### config.mk
export PLATFORM = sky130hd
export DESIGN_NAME = pulse_peak_trough_zero_crossing_flat
export DESIGN_NICKNAME = d
export VERILOG_FILES = /design/src/design/pptzc_pkg.sv /design/src/design/pptzc_in_if.sv /design/src/design/pptzc_out_if.sv /design/src/design/pptzc_cfg_if.sv /design/src/design/pulse_peak_trough_zero_crossing.sv /design/src/flat_wrapper.sv
export SDC_FILE = /design/constraint.sdc
export NUM_CORES = 1
export LEC_CHECK = 0
export ABC_CLOCK_PERIOD_IN_PS = 20400
export BUFFER_PORTS_ARGS = -buffer_cell sky130_fd_sc_hd__buf_2
export CORE_MARGIN = 2
export CORE_UTILIZATION = 34
export DETAILED_ROUTE_END_ITERATION = 6
export PLACE_DENSITY = 0.52
export SYNTH_ARGS = -nofsm -noshare
export SYNTH_HDL_FRONTEND = slang
export SYNTH_SLANG_ARGS = --single-unit
### constraint.sdc
create_clock -name clk -period 20.4 [get_ports clk]
set_clock_uncertainty 0.2 [all_clocks]
set_input_delay 4.08 -clock clk [delete_from_list [all_inputs] [get_ports clk]]
set_output_delay 4.08 -clock clk [all_outputs]
set_load 0.01 [all_outputs]
### src/design/pptzc_pkg.sv
// Package for the pulse peak, trough and zero-crossing finder: widths, codes, reset values.
`timescale 1ns / 1ps
`default_nettype none
package pptzc_pkg;

  localparam int TICK_BITS_DEF   = 13;
  localparam int SAMPLE_BITS_DEF = 16;

  // Configuration register widths
  localparam int MODE_BITS  = 2;
  localparam int PRE_BITS   = 10;
  localparam int TOTAL_BITS = 11;

  localparam int CFG_IDX_BITS  = 2;
  localparam int CFG_DATA_BITS = 11;

  // Register indexes on the configuration port
  localparam logic [CFG_IDX_BITS-1:0] REG_ALIGN_MODE    = 2'd0;
  localparam logic [CFG_IDX_BITS-1:0] REG_PRE_SAMPLES   = 2'd1;
  localparam logic [CFG_IDX_BITS-1:0] REG_TOTAL_SAMPLES = 2'd2;

  // Alignment modes
  localparam logic [MODE_BITS-1:0] MODE_NONE = 2'd0;
  localparam logic [MODE_BITS-1:0] MODE_PEAK = 2'd1;
  localparam logic [MODE_BITS-1:0] MODE_ZERO = 2'd2;

  // Register reset values
  localparam logic [MODE_BITS-1:0]  ALIGN_MODE_RST    = MODE_PEAK;
  localparam logic [PRE_BITS-1:0]   PRE_SAMPLES_RST   = 10'd0;
  localparam logic [TOTAL_BITS-1:0] TOTAL_SAMPLES_RST = 11'd64;

endpackage
`default_nettype wire

### src/design/pptzc_in_if.sv
// Sample channel: valid/ready handshake with one sample of a region per transaction.
`timescale 1ns / 1ps
`default_nettype none
interface pptzc_in_if #(
  parameter int TICK_BITS   = pptzc_pkg::TICK_BITS_DEF,
  parameter int SAMPLE_BITS = pptzc_pkg::SAMPLE_BITS_DEF
);
  logic                          valid;
  logic                          ready;
  logic signed [SAMPLE_BITS-1:0] sample_value;
  logic        [TICK_BITS-1:0]   tick;
  logic                          first_in_roi;
  logic                          last_in_roi;

  modport source (output valid, sample_value, tick, first_in_roi, last_in_roi, input ready);
  modport sink   (input valid, sample_value, tick, first_in_roi, last_in_roi, output ready);
endinterface
`default_nettype wire

### src/design/pptzc_out_if.sv
// Result channel: valid/ready handshake with one region summary per transaction.
`timescale 1ns / 1ps
`default_nettype none
interface pptzc_out_if #(
  parameter int TICK_BITS = pptzc_pkg::TICK_BITS_DEF
);
  logic                 valid;
  logic                 ready;
  logic [TICK_BITS-1:0] roi_begin;
  logic [TICK_BITS:0]   roi_end;
  logic [TICK_BITS-1:0] peak_tick;
  logic [TICK_BITS-1:0] trough_tick;
  logic [TICK_BITS-1:0] zero_cross_tick;
  logic                 align_ok;
  logic [TICK_BITS-1:0] window_begin;
  logic [TICK_BITS:0]   window_end;

  modport source (output valid, roi_begin, roi_end, peak_tick, trough_tick, zero_cross_tick,
                  align_ok, window_begin, window_end, input ready);
  modport sink   (input valid, roi_begin, roi_end, peak_tick, trough_tick, zero_cross_tick,
                  align_ok, window_begin, window_end, output ready);
endinterface
`default_nettype wire

### src/design/pptzc_cfg_if.sv
// Configuration write channel: valid/ready handshake carrying a register index and data.
`timescale 1ns / 1ps
`default_nettype none
interface pptzc_cfg_if;
  logic                               valid;
  logic                               ready;
  logic [pptzc_pkg::CFG_IDX_BITS-1:0]  reg_index;
  logic [pptzc_pkg::CFG_DATA_BITS-1:0] wdata;

  modport source (output valid, reg_index, wdata, input ready);
  modport sink   (input valid, reg_index, wdata, output ready);
endinterface
`default_nettype wire

### src/design/pulse_peak_trough_zero_crossing.sv
// Top level of the bipolar pulse peak, trough and zero-crossing finder.
// A region's result is registered and appears in the cycle after its last sample is accepted.
// Throughput: one sample per cycle; the running compares and the crop window
// arithmetic sit between the tracking registers and the result register.
// Samples keep flowing while a result waits, as long as the result register drains.
// Reset (rst_n low, synchronous): clears tracking state and the result valid,
// and loads align_mode 1, pre_samples 0, total_samples 64.
`timescale 1ns / 1ps
`default_nettype none
module pulse_peak_trough_zero_crossing #(
  parameter int TICK_BITS   = pptzc_pkg::TICK_BITS_DEF,
  parameter int SAMPLE_BITS = pptzc_pkg::SAMPLE_BITS_DEF
) (
  input  wire          clk,
  input  wire          rst_n,
  pptzc_in_if.sink     in_if,
  pptzc_out_if.source  out_if,
  pptzc_cfg_if.sink    cfg_if
);
  import pptzc_pkg::*;

  // Width for the anchor minus pre_samples compare, and for the window end sum
  localparam int CW = (TICK_BITS > PRE_BITS) ? TICK_BITS : PRE_BITS;
  localparam int SW = (TICK_BITS + 1 > TOTAL_BITS) ? TICK_BITS + 1 : TOTAL_BITS;

  // ---------------------------------------------------------------------------
  // Configuration registers. Writes must land only while the block is idle;
  // the block itself does not enforce this, and the port is always ready.
  // ---------------------------------------------------------------------------
  logic [MODE_BITS-1:0]  align_mode_r;
  logic [PRE_BITS-1:0]   pre_samples_r;
  logic [TOTAL_BITS-1:0] total_samples_r;

  assign cfg_if.ready = 1'b1;

  always_ff @(posedge clk) begin
    if (!rst_n) begin
      align_mode_r    <= ALIGN_MODE_RST;
      pre_samples_r   <= PRE_SAMPLES_RST;
      total_samples_r <= TOTAL_SAMPLES_RST;
    end else if (cfg_if.valid) begin
      case (cfg_if.reg_index)
        REG_ALIGN_MODE:    align_mode_r    <= cfg_if.wdata[MODE_BITS-1:0];
        REG_PRE_SAMPLES:   pre_samples_r   <= cfg_if.wdata[PRE_BITS-1:0];
        REG_TOTAL_SAMPLES: total_samples_r <= cfg_if.wdata[TOTAL_BITS-1:0];
        default: ;  // unmapped index: drop the write
      endcase
    end
  end

  // ---------------------------------------------------------------------------
  // Handshake. A sample is taken whenever the result register is empty or is
  // being drained in the same cycle.
  // ---------------------------------------------------------------------------
  logic out_valid_r, out_valid_nxt;
  logic in_fire;

  assign in_if.ready = !out_valid_r || out_if.ready;
  assign in_fire     = in_if.valid && in_if.ready;

  // ---------------------------------------------------------------------------
  // Tracking state for the current region.
  // The pending candidate is the smallest-magnitude sample seen after the
  // current trough; it joins the peak..trough span only if a later sample
  // moves the trough forward.
  // ---------------------------------------------------------------------------
  logic        [TICK_BITS-1:0]   start_tick_r,  start_tick_nxt;
  logic signed [SAMPLE_BITS-1:0] max_value_r,   max_value_nxt;
  logic        [TICK_BITS-1:0]   max_tick_r,    max_tick_nxt;
  logic signed [SAMPLE_BITS-1:0] min_value_r,   min_value_nxt;
  logic        [TICK_BITS-1:0]   min_tick_r,    min_tick_nxt;
  logic        [SAMPLE_BITS-1:0] nz_mag_r,      nz_mag_nxt;
  logic        [TICK_BITS-1:0]   nz_tick_r,     nz_tick_nxt;
  logic        [TICK_BITS-1:0]   pend_tick_r,   pend_tick_nxt;
  logic        [SAMPLE_BITS-1:0] pend_mag_r,    pend_mag_nxt;
  logic                          pend_valid_r,  pend_valid_nxt;

  logic signed [SAMPLE_BITS-1:0] smp;
  logic        [TICK_BITS-1:0]   tck;
  logic        [SAMPLE_BITS-1:0] mag;
  logic        [SAMPLE_BITS-1:0] nz_mag_mid;
  logic        [TICK_BITS-1:0]   nz_tick_mid;

  assign smp = in_if.sample_value;
  assign tck = in_if.tick;
  // Magnitude of the most negative code still fits as an unsigned value
  assign mag = smp[SAMPLE_BITS-1] ? (~smp + 1'b1) : smp;

  always_comb begin
    start_tick_nxt = start_tick_r;
    max_value_nxt  = max_value_r;
    max_tick_nxt   = max_tick_r;
    min_value_nxt  = min_value_r;
    min_tick_nxt   = min_tick_r;
    nz_mag_nxt     = nz_mag_r;
    nz_tick_nxt    = nz_tick_r;
    pend_tick_nxt  = pend_tick_r;
    pend_mag_nxt   = pend_mag_r;
    pend_valid_nxt = pend_valid_r;
    nz_mag_mid     = nz_mag_r;
    nz_tick_mid    = nz_tick_r;

    if (in_if.first_in_roi || smp > max_value_r) begin
      // New region or new maximum: restart peak, trough and crossing here
      if (in_if.first_in_roi) begin
        start_tick_nxt = tck;
      end
      max_value_nxt  = smp;
      max_tick_nxt   = tck;
      min_value_nxt  = smp;
      min_tick_nxt   = tck;
      nz_mag_nxt     = mag;
      nz_tick_nxt    = tck;
      pend_tick_nxt  = '0;
      pend_mag_nxt   = '0;
      pend_valid_nxt = 1'b0;
    end else if (smp < min_value_r) begin
      // Trough moves forward: fold in the pending candidate, then this sample
      min_value_nxt = smp;
      min_tick_nxt  = tck;
      if (pend_valid_r && pend_mag_r < nz_mag_r) begin
        nz_mag_mid  = pend_mag_r;
        nz_tick_mid = pend_tick_r;
      end
      if (mag < nz_mag_mid) begin
        nz_mag_nxt  = mag;
        nz_tick_nxt = tck;
      end else begin
        nz_mag_nxt  = nz_mag_mid;
        nz_tick_nxt = nz_tick_mid;
      end
      pend_tick_nxt  = '0;
      pend_mag_nxt   = '0;
      pend_valid_nxt = 1'b0;
    end else if (!pend_valid_r || mag < pend_mag_r) begin
      pend_valid_nxt = 1'b1;
      pend_mag_nxt   = mag;
      pend_tick_nxt  = tck;
    end
  end

  always_ff @(posedge clk) begin
    if (!rst_n) begin
      start_tick_r <= '0;
      max_value_r  <= '0;
      max_tick_r   <= '0;
      min_value_r  <= '0;
      min_tick_r   <= '0;
      nz_mag_r     <= '0;
      nz_tick_r    <= '0;
      pend_tick_r  <= '0;
      pend_mag_r   <= '0;
      pend_valid_r <= 1'b0;
    end else if (in_fire) begin
      start_tick_r <= start_tick_nxt;
      max_value_r  <= max_value_nxt;
      max_tick_r   <= max_tick_nxt;
      min_value_r  <= min_value_nxt;
      min_tick_r   <= min_tick_nxt;
      nz_mag_r     <= nz_mag_nxt;
      nz_tick_r    <= nz_tick_nxt;
      pend_tick_r  <= pend_tick_nxt;
      pend_mag_r   <= pend_mag_nxt;
      pend_valid_r <= pend_valid_nxt;
    end
  end

  // ---------------------------------------------------------------------------
  // Region summary and crop window, built from the updated state on the last
  // sample of a region.
  // ---------------------------------------------------------------------------
  logic [TICK_BITS-1:0] anchor;
  logic                 crop;
  logic                 ok;
  logic [CW-1:0]        anchor_w;
  logic [CW-1:0]        pre_w;
  logic [SW-1:0]        end_sum;
  logic [TICK_BITS:0]   roi_end_nxt;
  logic [TICK_BITS-1:0] win_begin_nxt;
  logic [TICK_BITS:0]   win_end_nxt;

  always_comb begin
    anchor = '0;
    crop   = 1'b0;
    ok     = 1'b1;
    case (align_mode_r)
      MODE_PEAK: begin
        anchor = max_tick_nxt;
        crop   = 1'b1;
      end
      MODE_ZERO: begin
        // A crossing on the peak or on the trough is no crossing at all
        if (nz_tick_nxt == max_tick_nxt || nz_tick_nxt == min_tick_nxt) begin
          ok = 1'b0;
        end else begin
          anchor = nz_tick_nxt;
          crop   = 1'b1;
        end
      end
      default: ;  // no crop
    endcase
  end

  assign roi_end_nxt = {1'b0, tck} + 1'b1;
  assign anchor_w    = CW'(anchor);
  assign pre_w       = CW'(pre_samples_r);

  always_comb begin
    if (!crop) begin
      win_begin_nxt = start_tick_nxt;
      end_sum       = SW'(roi_end_nxt);
    end else begin
      // Floor the window start at tick zero
      if (anchor_w < pre_w) begin
        win_begin_nxt = '0;
      end else begin
        win_begin_nxt = TICK_BITS'(anchor_w - pre_w);
      end
      end_sum = SW'(win_begin_nxt) + SW'(total_samples_r);
    end
  end

  assign win_end_nxt = end_sum[TICK_BITS:0];

  // ---------------------------------------------------------------------------
  // Result register. Load on the last sample; hold until the sink takes it.
  // ---------------------------------------------------------------------------
  logic [TICK_BITS-1:0] roi_begin_r;
  logic [TICK_BITS:0]   roi_end_r;
  logic [TICK_BITS-1:0] peak_tick_r;
  logic [TICK_BITS-1:0] trough_tick_r;
  logic [TICK_BITS-1:0] zc_tick_r;
  logic                 align_ok_r;
  logic [TICK_BITS-1:0] win_begin_r;
  logic [TICK_BITS:0]   win_end_r;
  logic                 load_result;

  assign load_result = in_fire && in_if.last_in_roi;

  always_comb begin
    out_valid_nxt = out_valid_r;
    if (out_valid_r && out_if.ready) begin
      out_valid_nxt = 1'b0;
    end
    if (load_result) begin
      out_valid_nxt = 1'b1;
    end
  end

  always_ff @(posedge clk) begin
    if (!rst_n) begin
      out_valid_r <= 1'b0;
    end else begin
      out_valid_r <= out_valid_nxt;
    end
  end

  always_ff @(posedge clk) begin
    if (load_result) begin
      roi_begin_r   <= start_tick_nxt;
      roi_end_r     <= roi_end_nxt;
      peak_tick_r   <= max_tick_nxt;
      trough_tick_r <= min_tick_nxt;
      zc_tick_r     <= nz_tick_nxt;
      align_ok_r    <= ok;
      win_begin_r   <= win_begin_nxt;
      win_end_r     <= win_end_nxt;
    end
  end

  assign out_if.valid           = out_valid_r;
  assign out_if.roi_begin       = roi_begin_r;
  assign out_if.roi_end         = roi_end_r;
  assign out_if.peak_tick       = peak_tick_r;
  assign out_if.trough_tick     = trough_tick_r;
  assign out_if.zero_cross_tick = zc_tick_r;
  assign out_if.align_ok        = align_ok_r;
  assign out_if.window_begin    = win_begin_r;
  assign out_if.window_end      = win_end_r;

endmodule
`default_nettype wire

### src/flat_wrapper.sv
// flat-port wrapper written by rule: the top's interface ports become plain ports
module pulse_peak_trough_zero_crossing_flat import pptzc_pkg::*;
#(
  parameter int TICK_BITS   = pptzc_pkg::TICK_BITS_DEF,
  parameter int SAMPLE_BITS = pptzc_pkg::SAMPLE_BITS_DEF
)
  (clk, rst_n, in_if_valid, in_if_sample_value, in_if_tick, in_if_first_in_roi, in_if_last_in_roi, in_if_ready, out_if_valid, out_if_roi_begin, out_if_roi_end, out_if_peak_tick, out_if_trough_tick, out_if_zero_cross_tick, out_if_align_ok, out_if_window_begin, out_if_window_end, out_if_ready, cfg_if_valid, cfg_if_reg_index, cfg_if_wdata, cfg_if_ready);
  pptzc_in_if #(.TICK_BITS(TICK_BITS), .SAMPLE_BITS(SAMPLE_BITS)) in_if_i ();
  pptzc_out_if #(.TICK_BITS(TICK_BITS)) out_if_i ();
  pptzc_cfg_if cfg_if_i ();
  input  wire clk;
  input  wire rst_n;
  input wire logic [$bits(in_if_i.valid)-1:0] in_if_valid;
  input wire logic [$bits(in_if_i.sample_value)-1:0] in_if_sample_value;
  input wire logic [$bits(in_if_i.tick)-1:0] in_if_tick;
  input wire logic [$bits(in_if_i.first_in_roi)-1:0] in_if_first_in_roi;
  input wire logic [$bits(in_if_i.last_in_roi)-1:0] in_if_last_in_roi;
  output wire logic [$bits(in_if_i.ready)-1:0] in_if_ready;
  output wire logic [$bits(out_if_i.valid)-1:0] out_if_valid;
  output wire logic [$bits(out_if_i.roi_begin)-1:0] out_if_roi_begin;
  output wire logic [$bits(out_if_i.roi_end)-1:0] out_if_roi_end;
  output wire logic [$bits(out_if_i.peak_tick)-1:0] out_if_peak_tick;
  output wire logic [$bits(out_if_i.trough_tick)-1:0] out_if_trough_tick;
  output wire logic [$bits(out_if_i.zero_cross_tick)-1:0] out_if_zero_cross_tick;
  output wire logic [$bits(out_if_i.align_ok)-1:0] out_if_align_ok;
  output wire logic [$bits(out_if_i.window_begin)-1:0] out_if_window_begin;
  output wire logic [$bits(out_if_i.window_end)-1:0] out_if_window_end;
  input wire logic [$bits(out_if_i.ready)-1:0] out_if_ready;
  input wire logic [$bits(cfg_if_i.valid)-1:0] cfg_if_valid;
  input wire logic [$bits(cfg_if_i.reg_index)-1:0] cfg_if_reg_index;
  input wire logic [$bits(cfg_if_i.wdata)-1:0] cfg_if_wdata;
  output wire logic [$bits(cfg_if_i.ready)-1:0] cfg_if_ready;
  assign in_if_i.valid = in_if_valid;
  assign in_if_i.sample_value = in_if_sample_value;
  assign in_if_i.tick = in_if_tick;
  assign in_if_i.first_in_roi = in_if_first_in_roi;
  assign in_if_i.last_in_roi = in_if_last_in_roi;
  assign in_if_ready = in_if_i.ready;
  assign out_if_valid = out_if_i.valid;
  assign out_if_roi_begin = out_if_i.roi_begin;
  assign out_if_roi_end = out_if_i.roi_end;
  assign out_if_peak_tick = out_if_i.peak_tick;
  assign out_if_trough_tick = out_if_i.trough_tick;
  assign out_if_zero_cross_tick = out_if_i.zero_cross_tick;
  assign out_if_align_ok = out_if_i.align_ok;
  assign out_if_window_begin = out_if_i.window_begin;
  assign out_if_window_end = out_if_i.window_end;
  assign out_if_i.ready = out_if_ready;
  assign cfg_if_i.valid = cfg_if_valid;
  assign cfg_if_i.reg_index = cfg_if_reg_index;
  assign cfg_if_i.wdata = cfg_if_wdata;
  assign cfg_if_ready = cfg_if_i.ready;
  pulse_peak_trough_zero_crossing #(.TICK_BITS(TICK_BITS), .SAMPLE_BITS(SAMPLE_BITS)) u_core (.clk(clk), .rst_n(rst_n), .in_if(in_if_i), .out_if(out_if_i), .cfg_if(cfg_if_i));
endmodule
[After elaboration in Yosys (flattened, before gate mapping)]
Index checks and enable logic that the tools add are counted.
Storage, ports and cells
  register bits: 248
Cells by class
  bitwise logic cells: 1
  magnitude comparators: 6
  reductions and logical operators: 20
  muxes and demuxes: 37
  add/subtract/negate cells: 4
  equality and inequality tests: 6
Operators with widths (number)
  13-bit two-way mux: 16
  16-bit two-way mux: 12
  16-bit less-than comparator: 4
  13-bit == test: 2
  13-bit case mux with 2 select lines: 1
  16-bit by 1-bit adder with 16-bit output, second input constant: 1
  16-bit > comparator: 1
  16-bit NOT: 1
  13-bit by 1-bit adder with 14-bit output, second input constant: 1
  13-bit by 11-bit adder with 14-bit output: 1
  14-bit two-way mux: 1
  13-bit by 10-bit less-than comparator with 1-bit output: 1
  13-bit by 10-bit subtractor with 13-bit output: 1
  2-bit AND reduction: 6
  1-bit two-way mux: 6
  2-bit by 1-bit == test with 1-bit output, second input constant: 2
  2-bit == test, second input constant: 2
  1-bit logical AND: 4
  1-bit logical OR: 4
  2-bit nonzero test: 2
  3-bit nonzero test: 1
  1-bit zero test: 2
  2-bit zero test: 1
  1-bit case mux with 2 select lines: 1

[Logic depth before layout (Yosys ltp)]
  word-level depth: 18
  depth in mapped cells: 55
  gate-level depth less buffers: 50

[Least setup slack after synthesis]
No wires, ideal clock.
  path kind: input port to flip-flop
  start: input port in_if_sample_value[0]
  end: register u_core.win_end_r[12], in the netlist u_core.out_if.window_end[12] (data pin)
  path buffers: 3
  arrival: 13.082 ns
  path slack: 6.863 ns
  stages on the path: 47
  cells stage by stage: buf_2 -> or3_1 -> or3_1 -> or4_1 -> o31ai_1 -> xnor2_1 -> ha_1 -> a21o_1 -> a21o_1 -> a221oi_1 -> o21ai_1 -> o31ai_4 -> mux2_4 -> and2_1 -> o2111ai_2 -> nor4_4 -> nor4b_4 -> clkbuf_1 -> (+11 left out) -> clkbuf_1 -> and2_1 -> fa_1 -> a21oi_1 -> nor2_1 -> nor2_1 -> o21bai_1 -> a21oi_1 -> nor2b_1 -> nor2_1 -> nor2_1 -> o21ai_0 -> nand2b_1 -> a21oi_1 -> nor2b_1 -> nor2_1 -> o21ai_0 -> a31o_1
On the way
  cells in the longest elaborated chain, start to end: 16
  elaborated cells between the ends (all ways): 26
  classes of those cells: add/sub (3); order compare (4); eq/ne (2); mux (14); bitwise (1); reduce/logical (2)
RTL lines
  from (decl): line flat_wrapper.sv:14  | input wire logic [$bits(in_if_i.sample_value)-1:0] in_if_sample_value;
  16-bit NOT: line pulse_peak_trough_zero_crossing.sv:87  | assign mag = smp[SAMPLE_BITS-1] ? (~smp + 1'b1) : smp;
  16-bit by 1-bit adder with 16-bit output: line pulse_peak_trough_zero_crossing.sv:87
  16-bit two-way mux: line pulse_peak_trough_zero_crossing.sv:87
  16-bit less-than comparator: line pulse_peak_trough_zero_crossing.sv:125  | if (mag < nz_mag_mid) begin
  13-bit two-way mux: line pulse_peak_trough_zero_crossing.sv:125
  13-bit two-way mux: line pulse_peak_trough_zero_crossing.sv:117  | end else if (smp < min_value_r) begin
  13-bit two-way mux (*): line pulse_peak_trough_zero_crossing.sv:103  | if (in_if.first_in_roi || smp > max_value_r) begin
  net u_core.nz_tick_nxt[3]: line pulse_peak_trough_zero_crossing.sv:73  | logic [TICK_BITS-1:0] nz_tick_r, nz_tick_nxt;
  (+2 left out)
  13-bit two-way mux: line pulse_peak_trough_zero_crossing.sv:193  | if (nz_tick_nxt == max_tick_nxt || nz_tick_nxt == min_tick_nxt) begin
  13-bit case mux with 2 select lines: line pulse_peak_trough_zero_crossing.sv:186  | case (align_mode_r)
  13-bit by 10-bit subtractor with 13-bit output / 13-bit by 10-bit less-than comparator with 1-bit output (equally long branches): line pulse_peak_trough_zero_crossing.sv:217, pulse_peak_trough_zero_crossing.sv:214
  13-bit two-way mux: line pulse_peak_trough_zero_crossing.sv:214  | if (anchor_w < pre_w) begin
  13-bit two-way mux: line pulse_peak_trough_zero_crossing.sv:209  | if (!crop) begin
  13-bit by 11-bit adder with 14-bit output: line pulse_peak_trough_zero_crossing.sv:219  | end_sum = SW'(win_begin_nxt) + SW'(total_samples_r);
  14-bit two-way mux (*): line pulse_peak_trough_zero_crossing.sv:209
  net u_core.end_sum[12]: line pulse_peak_trough_zero_crossing.sv:177  | logic [SW-1:0] end_sum;
  to (signal assigned): line pulse_peak_trough_zero_crossing.sv:267  | win_end_r <= win_end_nxt;
  to (decl): line pulse_peak_trough_zero_crossing.sv:235  | logic [TICK_BITS:0] win_end_r;
The timed path passes the listed nets; every way through them passes the cells marked *. The select of a mux whose other input is x is not followed.
A chain may end at the register's enable or synchronous reset.

[Worst setup path in the final report]
  start: input port in_if_sample_value[3]
  end: register u_core.win_end_r[12], in the netlist u_core.out_if.window_end[12] (data pin)
The elaborated chain is that of the path after synthesis.

==> reports/metrics.cfg <==
[logic_synthesis]
synth.mux.area_fraction_pct=6.223
synth-adder-area-share_pct=8.955
ys_async_sr_fraction_pct=0
synth.distinct_cells=84
synthesis.area_mm2=0.01484
syn_area_per_cell_um2=9.042
synth_top_family_by_area=compound AO/OA/AOI/OAI gates
ys.flop_type=dfxtp_1
yosys.area_share.simple_pct=17.12
yosys_register_bits=248
synth_cells=1641
synth_xor_area_share_pct=3.778
ys_seq_area_share_pct=39.80
synth_nets=1795
synth-edff-count=94
ys.warnings.count=0
synth_compound_gate_area_share_pct=18.54

[critical_path]
required_ns=20.56
slowest_stage=nor4bb_1
critPathLaunchType=input port
cp_top_family=simple AND/OR/NAND/NOR gates
critPathBufInv=2
path_class=input port to flip-flop
end_kind=flip-flop
slowest_delay_ns=0.78
cp_max_fo=17
path_common_cell=nor2_1
crit_arrival_ns=15.46

[route]
vias=12280
avgRoutedWirePerCell_um=19.95
vias_per_cell=5.238
finalWirelength_um=46760
drc=0
drtIter0Drc=881
dr.pass1.iters=7
route.antenna.remaining_nets=0

[clocking]
postCtsResizedCells=0
clk_latency_ns=0.60
hold_buffers=0
cts_tree=yes
postCtsSetupBuffers=0
cts_root_buf=clkbuf_16
clk_pin_slew_ns=0.06
clock_sinks=248
numCtsBuffers=30
htree_levels=1
clk_path_buf_depth=3

[sta]
finalMaxSlewViolations=0
hold_violations=0
final-setup-viol-count=0
rsz0062_at_grt=no
slew-limit-headroom_pct=19.24
finalCriticalPeriod_ns=15.31
timing_worst_slew_pin_value_ns=1.203
max_freq_mhz=65.32
whs_ns=0.2608
period_share_pct=75.04
tns_ns=0

[die]
rows=76
pin_count=146
core_area_mm2=0.04308
start_util_pct=34.45
dieArea_mm2=0.04533
die_h_um=212.9
die_w_um=212.9

[global_routing]
met1_usage_pct=29.29
grtUsageMet2_pct=31.79
grt_util_all_layers_pct=20.47
grt_max_degree=84
grt.overflow.total=0
grt_pass1_vias=11590
antenna_found_initial=0
use_met3_pct=3.618
grt.busiest_layer=met2
grt_first_pass_wirelength_um=70530

[final_layout]
syn_to_final_growth_pct=15.41
mostFrequentLayoutCells=229 x nand2_1, 154 x dfxtp_1, 143 x buf_2, 117 x inv_1, 109 x a21boi_0
diodes=0
fin_nets=1889
mostFrequentLayoutCell=nand2_1
multi_input_area_mm2=0.008145
regArea_mm2=0.005906
layout-drive-gt1-share_pct=15.80
num-fill-cells=4321

[place]
gp_congestion=0.9091
post-dp-hpwl_um=32850
numPortBuffers=144

[power_and_ir_drop]
power_density_mw_per_mm2=89.37
leakagePower_nw=6.732
ir_drop_v=0.00004815
power.total_mw=1.530

[run_status]
outcome=completed

[worst_hold_path]
hold_path.class=flip-flop to flip-flop

[job]
maxCapViolCount=0

## synthesized netlist by cell type (all sizes together) (4+ instances only)
library cell / instances / area share (%)
nand3: 43 / 1.5
o2111ai: 7 / 0.46
a21boi: 109 / 5.5
and3: 4 / 0.17
o21a: 9 / 0.46
a211oi: 6 / 0.30
nor4: 6 / 0.35
a32oi: 5 / 0.30
nand2: 229 / 5.8
o22ai: 8 / 0.34
o31ai: 8 / 0.50
o21bai: 6 / 0.30
or3: 8 / 0.34
a221oi: 9 / 0.57
xor2: 21 / 1.2
a21oi: 62 / 2.1
o21ai: 49 / 1.7
nand2b: 39 / 1.6
dfxtp: 154 / 21
a21o: 25 / 1.3
nor3: 14 / 0.54
edfxtp: 94 / 19
nand4: 11 / 0.46
nor2: 108 / 2.7
and2: 16 / 0.67
inv: 118 / 3.0
a31oi: 8 / 0.44
mux2: 47 / 3.6
ha: 103 / 8.7
o211a: 5 / 0.39
clkbuf: 85 / 2.2
a22oi: 12 / 0.61
o211ai: 20 / 1.0
mux2i: 39 / 2.6
nor2b: 30 / 1.3
nor3b: 18 / 0.91
xnor2: 43 / 2.5
buf: 13 / 0.42
## power breakdown
| part | leakage (nW) | total (mW) | internal, mW | switching, mW |
|---|---|---|---|---|
| clock | 0.513 | 0.568 | 0.333 | 0.235 |
| sequential | 2.15 | 0.578 | 0.557 | 0.0207 |
| combinational | 4.07 | 0.385 | 0.145 | 0.239 |
## cell type report
type,count,share of cell area (%)
Tap cell,585,4.274
Timing Repair Buffer,160,4.925
Clock inverter,17,1.206
Clock buffer,39,4.939
Inverter,118,2.601
Sequential cell,248,34.49
Multi-Input combinational cell,1177,47.57
## flip-flops by register name (all words and copies together) (netlist names), 2 cells and up
signal                         cells
u_core.max_value_r                16
u_core.min_value_r                16
u_core.nz_mag_r                   16
u_core.pend_mag_r                 16
u_core.out_if.roi_end             14
u_core.out_if.window_end          14
u_core.max_tick_r                 13
u_core.min_tick_r                 13
u_core.nz_tick_r                  13
u_core.out_if.peak_tick           13
u_core.out_if.roi_begin           13
u_core.out_if.trough_tick         13
u_core.out_if.window_begin        13
u_core.out_if.zero_cross_tick     13
u_core.pend_tick_r                13
u_core.start_tick_r               13
u_core.total_samples_r            11
u_core.pre_samples_r              10
u_core.align_mode_r                2
## cell families after synthesis
family	count (synthesis)
xor gates and xnor gates	64
AOI/OAI and AO/OA	382
DFF	248
adders and majority gates	105
and+or+nand+nor	539
muxes	86
buffers and inverters	216
other	1
## worst min-delay path: stages (launching register included)
cell and delay, ns:
dfxtp_1 0.30, nand2_1 0.05, a21boi_0 0.06
## metal layers
| metal | part of all wire (%) | up-vias |
|---|---|---|
| li1 | - | 5941 |
| met1 | 47 | 5903 |
| met2 | 44 | 368 |
| met3 | 6.6 | 67 |
| met4 | 2.2 | 0 |
| met5 | 0 | - |
## final timing paths
| path | start | depth (start not counted) | end | slack, ns |
|---|---|---|---|---|
| min reg2reg | u_core.min_value_r[3] | 2 | u_core.min_value_r[3] | 0.26 |
| max reg2reg | u_core.nz_mag_r[14] | 49 | u_core.out_if.window_end[12] | 7.91 |
| max | in_if_sample_value[3] | 45 | u_core.out_if.window_end[12] | 5.09 |
| min | u_core.min_value_r[3] | 2 | u_core.min_value_r[3] | 0.26 |
## metrics by stage
step / utilization [%] / cell area [µm²] / setup slack, ns / instances
final: 39.75 / 17120 / 5.091 / 2344
after CTS: 39.75 / 17120 / 5.211 / 2344
after floorplan: - / 14840 / 6.863 / 1641
after detailed placement: 37.31 / 16070 / 4.611 / 2288
after global placement: 37.31 / 16070 / 4.869 / 2288
after global routing: 39.75 / 17120 / 4.086 / 2344
Note: power is estimated with default switching activity, not from simulation.
